## config.mk

```make
export PLATFORM = sky130hd
export DESIGN_NAME = ack_retransmit_table_flat
export DESIGN_NICKNAME = d
export VERILOG_FILES = /design/src/rtl/core/art_pkg.sv /design/src/rtl/core/art_if.sv /design/src/rtl/core/art_ram.sv /design/src/rtl/core/ack_retransmit_table.sv /design/src/flat_wrapper.sv
export SDC_FILE = /design/constraint.sdc
export NUM_CORES = 2
export LEC_CHECK = 0
export BUFFER_PORTS_ARGS = -buffer_cell sky130_fd_sc_hd__buf_2
export CORE_ASPECT_RATIO = 1.1
export CORE_MARGIN = 4
export CORE_UTILIZATION = 56
export CTS_CLUSTER_SIZE = 24
export DETAILED_ROUTE_END_ITERATION = 8
export PLACE_DENSITY_LB_ADDON = 0.3
export SYNTH_ARGS = -nofsm -noshare
export SYNTH_HDL_FRONTEND = slang
export SYNTH_SLANG_ARGS = --single-unit
```

## constraint.sdc

```tcl
create_clock -name clock -period 16.4 [get_ports clock]
set_clock_uncertainty 0.15 [all_clocks]
set_input_delay 0.82 -clock clock [delete_from_list [all_inputs] [get_ports clock]]
set_output_delay 0.82 -clock clock [all_outputs]
set_load 0.03 [all_outputs]
```

## src/rtl/core/art_pkg.sv

```systemverilog
package art_pkg;

   typedef enum logic [2:0] {
      OP_ADD   = 3'd0,
      OP_ACK   = 3'd1,
      OP_PICK  = 3'd2,
      OP_SENT  = 3'd3,
      OP_TICK  = 3'd4,
      OP_PURGE = 3'd5
   } op_type;

   typedef enum logic [2:0] {
      ST_OK        = 3'd0,
      ST_FULL      = 3'd1,
      ST_DUPLICATE = 3'd2,
      ST_NOT_FOUND = 3'd3,
      ST_NOT_SENT  = 3'd4,
      ST_NONE      = 3'd5
   } status_type;

   typedef enum logic [2:0] {
      S_IDLE,
      S_SCAN,
      S_ACT,
      S_SHIFT,
      S_TICK,
      S_DONE
   } state_type;

   localparam int CSR_TIMEOUT     = 0;
   localparam int CSR_RETRY_LIMIT = 1;
   localparam int CSR_INDEX_BITS  = 1;
   localparam int CSR_DATA_BITS   = 16;

   localparam int OP_BITS         = 3;
   localparam int SERIAL_BITS     = 32;
   localparam int STATUS_BITS     = 3;
   localparam int OUT_HANDLE_BITS = 8;
   localparam int TIMER_BITS      = 16;
   localparam int RETRY_BITS      = 4;

endpackage

```

## src/rtl/core/art_if.sv

```systemverilog
interface art_req_if;
   logic                   valid;
   logic                   ready;
   logic [2:0]             operation;
   logic [31:0]            serial_number;
   logic                   needs_ack;
   logic [7:0]             packet_handle;

   modport source (output valid, operation, serial_number, needs_ack, packet_handle,
                   input ready);
   modport sink   (input valid, operation, serial_number, needs_ack, packet_handle,
                   output ready);
endinterface

interface art_rsp_if;
   logic                   valid;
   logic                   ready;
   logic [2:0]             status;
   logic [31:0]            found_serial;
   logic [7:0]             found_handle;
   logic                   found_needs_ack;
   logic                   entry_removed;

   modport source (output valid, status, found_serial, found_handle, found_needs_ack,
                   entry_removed, input ready);
   modport sink   (input valid, status, found_serial, found_handle, found_needs_ack,
                   entry_removed, output ready);
endinterface

```

## src/rtl/core/art_ram.sv

```systemverilog
module art_ram #(
   parameter int WIDTH = 8,
   parameter int DEPTH = 16
) (
   input  logic                     clock,
   input  logic                     wr_en,
   input  logic [$clog2(DEPTH)-1:0] wr_addr,
   input  logic [WIDTH-1:0]         wr_data,
   input  logic [$clog2(DEPTH)-1:0] rd_addr,
   output logic [WIDTH-1:0]         rd_data
);
   logic [WIDTH-1:0] mem [DEPTH];

   always_ff @(posedge clock) begin
      if (wr_en) begin
         mem[wr_addr] <= wr_data;
      end
      rd_data <= mem[rd_addr];
   end
endmodule

```

## src/rtl/core/ack_retransmit_table.sv

```systemverilog
// ack_retransmit_table: ordered table of pending transmissions.
// req channel carries one operation item (add, ack, pick, mark sent, tick,
// purge); rsp channel returns exactly one result item per request.
// csr_ write port sets timeout_ticks (index 0) and retry_limit (index 1).
// Entries live in one single-port-write, registered-read RAM, oldest at
// address 0. A search reads one entry per cycle and stops at the first hit;
// a removal then shifts the younger entries down one per cycle, and a tick
// rewrites each valid entry in turn. A result is held in the rsp register
// until taken; req is accepted only when the table is idle and the rsp
// register is empty, so the next item is taken in the cycle after the
// result leaves; no new item is taken while the receiver stalls.
// Reset (synchronous) empties the table and restores register defaults;
// no clearing pass is needed since occupancy bounds every read.
module ack_retransmit_table
   import art_pkg::*;
#(
   parameter int TABLE_DEPTH = 16,
   parameter int HANDLE_BITS = 8
) (
   input  logic                      clock,
   input  logic                      reset,
   art_req_if.sink                   req,
   art_rsp_if.source                 rsp,
   input  logic                      csr_write_enable,
   input  logic [CSR_INDEX_BITS-1:0] csr_index,
   input  logic [CSR_DATA_BITS-1:0]  csr_write_data
);
   localparam int AW = $clog2(TABLE_DEPTH);
   localparam int CW = $clog2(TABLE_DEPTH + 1);
   localparam int EW = SERIAL_BITS + HANDLE_BITS + 1 + 1 + TIMER_BITS + RETRY_BITS;

   typedef struct packed {
      logic [SERIAL_BITS-1:0] serial;
      logic [HANDLE_BITS-1:0] handle;
      logic                   ack_req;
      logic                   sent;
      logic [TIMER_BITS-1:0]  timer;
      logic [RETRY_BITS-1:0]  retries;
   } entry_type;

   state_type              state_ff, state_in;
   logic [TIMER_BITS-1:0]  timeout_ff;
   logic [RETRY_BITS-1:0]  limit_ff;
   logic [CW-1:0]          occ_ff, occ_in;
   logic [CW-1:0]          idx_ff, idx_in;      // entry whose read is in flight
   logic                   rd_live_ff, rd_live_in;
   op_type                 op_ff;
   logic [SERIAL_BITS-1:0] sn_ff;
   logic                   nack_ff;
   logic [HANDLE_BITS-1:0] hdl_ff;
   logic [AW-1:0]          hit_ff, hit_in;
   logic                   found_ff, found_in;
   entry_type              hit_e_ff, hit_e_in;

   logic                   rsp_valid_ff, rsp_valid_in;
   logic [STATUS_BITS-1:0] st_ff, st_in;
   logic [SERIAL_BITS-1:0] fs_ff, fs_in;
   logic [7:0]             fh_ff, fh_in;
   logic                   fa_ff, fa_in;
   logic                   rm_ff, rm_in;
   logic                   res_load;

   logic                   wr_en;
   logic [AW-1:0]          wr_addr, rd_addr;
   entry_type              wr_e, rd_e;
   logic [EW-1:0]          rd_raw;
   logic                   req_fire, rsp_free;

   assign rd_e = entry_type'(rd_raw);

   art_ram #(.WIDTH(EW), .DEPTH(TABLE_DEPTH)) u_ram (
      .clock  (clock),
      .wr_en  (wr_en),
      .wr_addr(wr_addr),
      .wr_data(EW'(wr_e)),
      .rd_addr(rd_addr),
      .rd_data(rd_raw)
   );

   assign rsp_free = !rsp_valid_ff || rsp.ready;
   assign req.ready = (state_ff == S_IDLE) && !rsp_valid_ff;
   assign req_fire = req.valid && req.ready;

   // next state and datapath
   always_comb begin
      state_in   = state_ff;
      occ_in     = occ_ff;
      idx_in     = idx_ff;
      rd_live_in = 1'b0;
      hit_in     = hit_ff;
      found_in   = found_ff;
      hit_e_in   = hit_e_ff;
      rd_addr    = idx_ff[AW-1:0];
      wr_en      = 1'b0;
      wr_addr    = idx_ff[AW-1:0];
      wr_e       = rd_e;
      res_load   = 1'b0;
      st_in      = STATUS_BITS'(ST_OK);
      fs_in      = '0;
      fh_in      = '0;
      fa_in      = 1'b0;
      rm_in      = 1'b0;
      unique case (state_ff)
         S_IDLE: begin
            if (req_fire) begin
               idx_in     = '0;
               rd_addr    = '0;
               found_in   = 1'b0;
               rd_live_in = occ_ff != '0;
               unique case (req.operation)
                  OP_ADD, OP_ACK, OP_SENT, OP_PICK, OP_PURGE: state_in = S_SCAN;
                  OP_TICK: state_in = S_TICK;
                  default: state_in = S_DONE;
               endcase
            end
         end
         S_SCAN: begin
            // rd_e holds entry idx_ff when rd_live_ff
            if (rd_live_ff && !found_in) begin
               priority case (op_ff)
                  OP_PICK:  found_in = !rd_e.sent;
                  OP_PURGE: found_in = rd_e.retries >= limit_ff;
                  default:  found_in = rd_e.serial == sn_ff;
               endcase
               if (found_in) begin
                  hit_in   = idx_ff[AW-1:0];
                  hit_e_in = rd_e;
               end
            end
            if (rd_live_ff && !found_in && (idx_ff + 1'b1) < occ_ff) begin
               idx_in     = idx_ff + 1'b1;
               rd_addr    = idx_in[AW-1:0];
               rd_live_in = 1'b1;
            end else begin
               state_in = S_ACT;
            end
         end
         S_ACT: begin
            res_load = 1'b1;
            state_in = S_DONE;
            if (op_ff == OP_ADD) begin
               if (occ_ff >= CW'(TABLE_DEPTH)) begin
                  st_in = STATUS_BITS'(ST_FULL);
               end else if (found_ff) begin
                  st_in = STATUS_BITS'(ST_DUPLICATE);
               end else begin
                  wr_en   = 1'b1;
                  wr_addr = occ_ff[AW-1:0];
                  wr_e    = '{serial: sn_ff, handle: hdl_ff, ack_req: nack_ff,
                              sent: 1'b0, timer: '0, retries: '0};
                  occ_in  = occ_ff + 1'b1;
               end
            end else if (!found_ff) begin
               st_in = STATUS_BITS'((op_ff == OP_PICK || op_ff == OP_PURGE) ?
                                    ST_NONE : ST_NOT_FOUND);
            end else begin
               fs_in = hit_e_ff.serial;
               fh_in = 8'(hit_e_ff.handle);
               fa_in = hit_e_ff.ack_req;
               if ((op_ff == OP_ACK && hit_e_ff.sent) || op_ff == OP_PURGE ||
                   (op_ff == OP_SENT && !hit_e_ff.ack_req)) begin
                  rm_in      = 1'b1;
                  idx_in     = CW'(hit_ff) + 1'b1;
                  rd_addr    = idx_in[AW-1:0];
                  rd_live_in = idx_in < occ_ff;
                  state_in   = S_SHIFT;
               end else if (op_ff == OP_ACK) begin
                  st_in = STATUS_BITS'(ST_NOT_SENT);
               end else if (op_ff == OP_SENT) begin
                  wr_en   = 1'b1;
                  wr_addr = hit_ff;
                  wr_e    = hit_e_ff;
                  wr_e.sent = 1'b1;
               end
            end
         end
         S_SHIFT: begin
            // rd_e holds entry idx_ff; move it to idx_ff-1
            if (rd_live_ff) begin
               wr_en   = 1'b1;
               wr_addr = AW'(idx_ff - 1'b1);
               wr_e    = rd_e;
               idx_in  = idx_ff + 1'b1;
               rd_addr = idx_in[AW-1:0];
               rd_live_in = idx_in < occ_ff;
            end else begin
               occ_in   = occ_ff - 1'b1;
               state_in = S_DONE;
            end
         end
         S_TICK: begin
            if (rd_live_ff) begin
               wr_en = 1'b1;
               wr_e  = rd_e;
               if (rd_e.sent && rd_e.retries < limit_ff) begin
                  if (rd_e.timer < timeout_ff) begin
                     wr_e.timer = rd_e.timer + 1'b1;
                  end else begin
                     wr_e.timer   = '0;
                     wr_e.retries = rd_e.retries + 1'b1;
                     wr_e.sent    = 1'b0;
                  end
               end
               idx_in  = idx_ff + 1'b1;
               rd_addr = idx_in[AW-1:0];
               rd_live_in = idx_in < occ_ff;
            end else begin
               res_load = 1'b1;
               state_in = S_DONE;
            end
         end
         S_DONE: begin
            if (rsp_free) begin
               state_in = S_IDLE;
            end
         end
         default: state_in = S_IDLE;
      endcase
   end

   assign rsp_valid_in = (state_ff == S_DONE) ? 1'b1 :
                         (rsp_valid_ff && !rsp.ready);

   always_ff @(posedge clock) begin
      if (reset) begin
         state_ff     <= S_IDLE;
         occ_ff       <= '0;
         rd_live_ff   <= 1'b0;
         rsp_valid_ff <= 1'b0;
         timeout_ff   <= TIMER_BITS'(100);
         limit_ff     <= RETRY_BITS'(3);
      end else begin
         state_ff     <= state_in;
         occ_ff       <= occ_in;
         rd_live_ff   <= rd_live_in;
         if (state_ff == S_DONE) begin
            rsp_valid_ff <= 1'b1;
         end else begin
            rsp_valid_ff <= rsp_valid_in;
         end
         if (csr_write_enable && csr_index == CSR_INDEX_BITS'(CSR_TIMEOUT)) begin
            timeout_ff <= csr_write_data[TIMER_BITS-1:0];
         end
         if (csr_write_enable && csr_index == CSR_INDEX_BITS'(CSR_RETRY_LIMIT)) begin
            limit_ff <= csr_write_data[RETRY_BITS-1:0];
         end
      end
   end

   always_ff @(posedge clock) begin
      idx_ff   <= idx_in;
      hit_ff   <= hit_in;
      found_ff <= found_in;
      hit_e_ff <= hit_e_in;
      if (req_fire) begin
         op_ff   <= op_type'(req.operation);
         sn_ff   <= req.serial_number;
         nack_ff <= req.needs_ack;
         hdl_ff  <= HANDLE_BITS'(req.packet_handle);
      end
      if (res_load) begin
         st_ff <= st_in;
         fs_ff <= fs_in;
         fh_ff <= fh_in;
         fa_ff <= fa_in;
         rm_ff <= rm_in;
      end else if (req_fire) begin
         st_ff <= STATUS_BITS'(ST_OK);
         fs_ff <= '0;
         fh_ff <= '0;
         fa_ff <= 1'b0;
         rm_ff <= 1'b0;
      end
   end

   assign rsp.valid           = rsp_valid_ff;
   assign rsp.status          = st_ff;
   assign rsp.found_serial    = fs_ff;
   assign rsp.found_handle    = fh_ff;
   assign rsp.found_needs_ack = fa_ff;
   assign rsp.entry_removed   = rm_ff;

   a_occ_bound: assert property (@(posedge clock) disable iff (reset)
      occ_ff <= CW'(TABLE_DEPTH))
      else $error("occupancy above depth");
   a_no_accept_busy: assert property (@(posedge clock) disable iff (reset)
      req_fire |=> state_ff != S_IDLE)
      else $error("request not taken up");
   a_removed_ok: assert property (@(posedge clock) disable iff (reset)
      rsp_valid_ff && rm_ff |-> st_ff == STATUS_BITS'(ST_OK))
      else $error("removal with error status");
   a_occ_step: assert property (@(posedge clock) disable iff (reset)
      occ_ff != $past(occ_ff) |-> state_ff == S_DONE)
      else $error("occupancy changed outside completion");
endmodule
```

## src/flat_wrapper.sv

```systemverilog
// flat-port wrapper written by rule: the top's interface ports become plain ports
module ack_retransmit_table_flat import art_pkg::*;
#(
   parameter int TABLE_DEPTH = 16,
   parameter int HANDLE_BITS = 8
)
  (clock, reset, csr_write_enable, csr_index, csr_write_data, req_valid, req_operation, req_serial_number, req_needs_ack, req_packet_handle, req_ready, rsp_valid, rsp_status, rsp_found_serial, rsp_found_handle, rsp_found_needs_ack, rsp_entry_removed, rsp_ready);
  art_req_if req_i ();
  art_rsp_if rsp_i ();
  input  logic clock;
  input  logic reset;
  input  logic csr_write_enable;
  input  logic [CSR_INDEX_BITS-1:0] csr_index;
  input  logic [CSR_DATA_BITS-1:0] csr_write_data;
  input wire logic [$bits(req_i.valid)-1:0] req_valid;
  input wire logic [$bits(req_i.operation)-1:0] req_operation;
  input wire logic [$bits(req_i.serial_number)-1:0] req_serial_number;
  input wire logic [$bits(req_i.needs_ack)-1:0] req_needs_ack;
  input wire logic [$bits(req_i.packet_handle)-1:0] req_packet_handle;
  output wire logic [$bits(req_i.ready)-1:0] req_ready;
  output wire logic [$bits(rsp_i.valid)-1:0] rsp_valid;
  output wire logic [$bits(rsp_i.status)-1:0] rsp_status;
  output wire logic [$bits(rsp_i.found_serial)-1:0] rsp_found_serial;
  output wire logic [$bits(rsp_i.found_handle)-1:0] rsp_found_handle;
  output wire logic [$bits(rsp_i.found_needs_ack)-1:0] rsp_found_needs_ack;
  output wire logic [$bits(rsp_i.entry_removed)-1:0] rsp_entry_removed;
  input wire logic [$bits(rsp_i.ready)-1:0] rsp_ready;
  assign req_i.valid = req_valid;
  assign req_i.operation = req_operation;
  assign req_i.serial_number = req_serial_number;
  assign req_i.needs_ack = req_needs_ack;
  assign req_i.packet_handle = req_packet_handle;
  assign req_ready = req_i.ready;
  assign rsp_valid = rsp_i.valid;
  assign rsp_status = rsp_i.status;
  assign rsp_found_serial = rsp_i.found_serial;
  assign rsp_found_handle = rsp_i.found_handle;
  assign rsp_found_needs_ack = rsp_i.found_needs_ack;
  assign rsp_entry_removed = rsp_i.entry_removed;
  assign rsp_i.ready = rsp_ready;
  ack_retransmit_table #(.TABLE_DEPTH(TABLE_DEPTH), .HANDLE_BITS(HANDLE_BITS)) u_core (.clock(clock), .reset(reset), .req(req_i), .rsp(rsp_i), .csr_write_enable(csr_write_enable), .csr_index(csr_index), .csr_write_data(csr_write_data));
endmodule
```

==> results.yml <==
run_status:
  outcome: "complete, no violations"
clock_network:
  ctsResizeCount: 0
  clk_latency_ps: 690
  cts_buffers: 115
  cts.clk_slew.worst_paths_ps: 70
  cts_buffer_depth: 3
  cts_tree: "yes"
  cts_root_buf: "clkbuf_16"
  post-cts-setup-buffer-count: 0
  cts.sinks: 1245
  htree_levels: 3
  cts_hold_buf: 0
worst_setup_path:
  setup.worst_path.end_class: "register"
  crit_family: "buffers and inverters"
  cp.depth: 15
  worst-setup-path-type: "reg -> reg"
  crit_buf_inv: 4
  cp.required_ps: 16800
  r2r_end: "u_core.u_ram.rd_data[15]"
  crit_top_cell: "buf_4"
  path_cells: "inv_1, ha_1, ha_1, a21boi_1, o21a_1, o21ai_1, a21o_1, nand4_1, o221ai_4, buf_4, buf_4, buf_4, mux4_2, a22oi_1, nand2_1"
  worst_path_max_delay_cell: "buf_4"
  crit_fanout: 67
  arrival_ps: 6670
  reg2reg_from: "u_core.idx_ff[0]"
  slowest_delay_ps: 940
  reg2reg_depth: 15
  cp-start-kind: "register"
  rrSetupSlack_ps: 10120
logic_synthesis:
  yosysUniqueCellTypes: 69
  synth_area_leader_cell: "edfxtp_1"
  synth_top_area_share_pct: 71.8
  synth_common_cells: "edfxtp_1 (1153), mux4_2 (186), nand2_1 (148)"
  synth_edf_count: 1153
  synthAdderAreaFrac_pct: 0.950
  yosysMostFrequentCell: "edfxtp_1"
  syn-num-nets: 2722
  seq_area_frac_synth_pct: 75.6
  syn_area_sq_um: 48200
  ys_warn_count: 0
  muxShareOfSynthArea_pct: 11.3
  synth_xor_area_share_pct: 0.836
  synth_cells: 2620
  synth_top_family_by_area: "multiplexers"
  yosys.area_share.simple_pct: 3.60
  synthFlopType: "edfxtp_1"
  synthArstFlopShare_pct: 0
  synth-compound-area-share_pct: 5.74
  avgSynthCellArea_sq_um: 18.4
  synth_top_cells_by_area: "edfxtp_1 (72%), mux4_2 (8.7%), dfxtp_1 (3.8%), mux2i_1 (2.6%), a22oi_1 (1.3%)"
  ys_ff_latch: 1245
placement:
  hpwlAfterDp_mm: 60.4
  port_buffers: 112
  place_area_sq_um: 50200
  place.gp.congestion: 0.871
layout:
  drive_above_1_share_pct: 19.4
  final_area_sq_um: 54100
  syn2layout_area_growth_pct: 12.1
  diodes: 0
  layout.nets: 2879
global_route:
  grtUsageMet3_pct: 4.25
  antenna_found_initial: 1
  grt_max_degree: 139
  met1_usage_pct: 36.4
  grt.total_usage_pct: 25.9
  grt_overflow: 0
  grt_first_pass_wirelength_mm: 172
  grt_pass1_vias: 26100
  top_usage_layer: "met2"
  use_met2_pct: 42.5
timing:
  whs_ps: 168
  worst_pin_slew_ps: 1210
  finalHoldViolCount: 0
  finalMaxSlewViolations: 0
  fmax_mhz: 159
  setup_viol: 0
  tns_ps: 0
  period_needed_ps: 6280
  fin_crit_sh_pct: 38.3
  grt_setup_unrepaired: "no"
  slew_headroom_pct: 19.2
worst_hold_path:
  hold_path_class: "in -> reg"
  holdPathStages: 1
  min_from: "req_packet_handle[6]"
  hold-path-endpoint: "u_core.hdl_ff[6]"
drt:
  viasPerCell: 6.52
  antenna_left: 0
  drt_drc_violations_left: 0
  num_vias: 26200
  routed_wl_mm: 118
  drt-pass1-iter-count: 6
  drtIter0Drc: 3624
  avgRoutedWirePerCell_um: 29.3
floorplanning:
  die_h_um: 316
  rows: 112
  initial_core_util_pct: 56.7
  design.core.area_sq_um: 85100
  pin_count: 113
  die-area_sq_um: 90800
  die_w_um: 288
power_and_ir_drop:
  p_per_area_nw_per_um2: 185
  power.leakage_nw: 17.9
  power.total_mw: 9.99
  ir_drop_mv: 0.150
flow_run:
  drv_cap: 0
## per-stage QoR
stage	worst slack, ps	util, %	cells
after floorplan	11140	-	2620
after global placement	10510	59.0	3800
after detailed placement	10240	59.0	3800
after CTS	10230	63.5	4020
after global routing	9900	63.5	4020
final	10120	63.5	4020
## registers in the layout, indices dropped and copies added (netlist names)
| name | cells |
|---|---|
| u_core.rsp.found_handle | 8 |
| u_core.u_ram.mem | 992 |
| u_core.limit_ff | 4 |
| u_core.found_ff | 1 |
| u_core.rd_live_ff | 1 |
| u_core.rsp.found_serial | 32 |
| u_core.state_ff | 3 |
| u_core.u_ram.rd_data | 62 |
| u_core.nack_ff | 1 |
| u_core.occ_ff | 5 |
| u_core.rsp.status | 3 |
| u_core.timeout_ff | 16 |
| u_core.rsp.entry_removed | 1 |
| u_core.rsp.found_needs_ack | 1 |
| u_core.op_ff | 3 |
| u_core.rsp.valid | 1 |
| u_core.sn_ff | 32 |
| u_core.hdl_ff | 8 |
| u_core.idx_ff | 5 |
| u_core.hit_e_ff | 62 |
| u_core.hit_ff | 4 |
## power breakdown
group	internal (mW)	switching, mW	leakage (nW)	total, mW
Clock	1.55	1.14	1.87	2.69
Combinational	1.14	1.88	4.83	3.02
Sequential	4.11	0.177	11.2	4.28
## worst register-to-register path: stages (launching register included)
cell and delay (ps):
edfxtp_1 530, inv_1 220, ha_1 400, ha_1 290, a21boi_1 120, o21a_1 180, o21ai_1 160, a21o_1 240
nand4_1 230, o221ai_4 230, buf_4 570, buf_4 950, buf_4 1090, mux4_2 430, a22oi_1 240, nand2_1 110
## how the worst max path moves through the flow
stage,end,slack (ps),from
floorplan,u_core.u_ram.mem[1][0],11140,u_core.found_ff
global placement,u_core.u_ram.rd_data[26],10510,u_core.idx_ff[0]
detailed placement,u_core.u_ram.rd_data[15],10240,u_core.idx_ff[0]
CTS,u_core.u_ram.rd_data[15],10230,u_core.idx_ff[0]
global route,u_core.u_ram.rd_data[15],9900,u_core.idx_ff[0]
finish,u_core.u_ram.rd_data[15],10120,u_core.idx_ff[0]
## layout by cell type (no fill, tap or decap), types with 9 or more instances in the layout
cell       count
nand3_1       14
xnor2_1       39
nor2_4        18
buf_2        112
dfxtp_1       92
clkbuf_8       9
mux4_2       186
clkinv_1      22
mux2i_1      125
nor2_1        49
nand2b_1      15
clkinv_2      19
ha_1          35
a21o_1        16
nand2_1      147
a21oi_1      117
o22ai_1       68
buf_4         51
clkbuf_1      29
a222oi_1      42
nor3_1        14
clkbuf_16    118
nor2b_1       13
o21ai_0       27
inv_1         85
bufinv_16     12
edfxtp_1    1153
and2_1        46
nand4_1       17
a22oi_1       81
## kinds of logic (layout without fill, tap and decap cells)
| group | after synthesis | after routing |
|---|---|---|
| AOI/OAI and AO/OA | 406 | 406 |
| adders and majority gates | 36 | 36 |
| muxes | 312 | 312 |
| buffers and inverters | 211 | 471 |
| xor gates and xnor gates | 46 | 46 |
| DFF | 1245 | 1245 |
| and+or+nand+nor | 364 | 364 |
## per-layer routing
metal  up-vias  routed length (um)
met5         -                   0
met4         0                3490
met3       221               11900
met2      1641               58000
met1     13500               44300
li1      10900                   -
## cell type report
type	instances	area, sq um
Clock buffer	156	3190
Tap cell	1140	1430
Clock inverter	64	651
Sequential cell	1245	36500
Timing Repair Buffer	165	983
Inverter	86	323
Fill cell	5714	31000
Multi-Input combinational cell	1164	11000
Power figures use the tool's default switching activity.
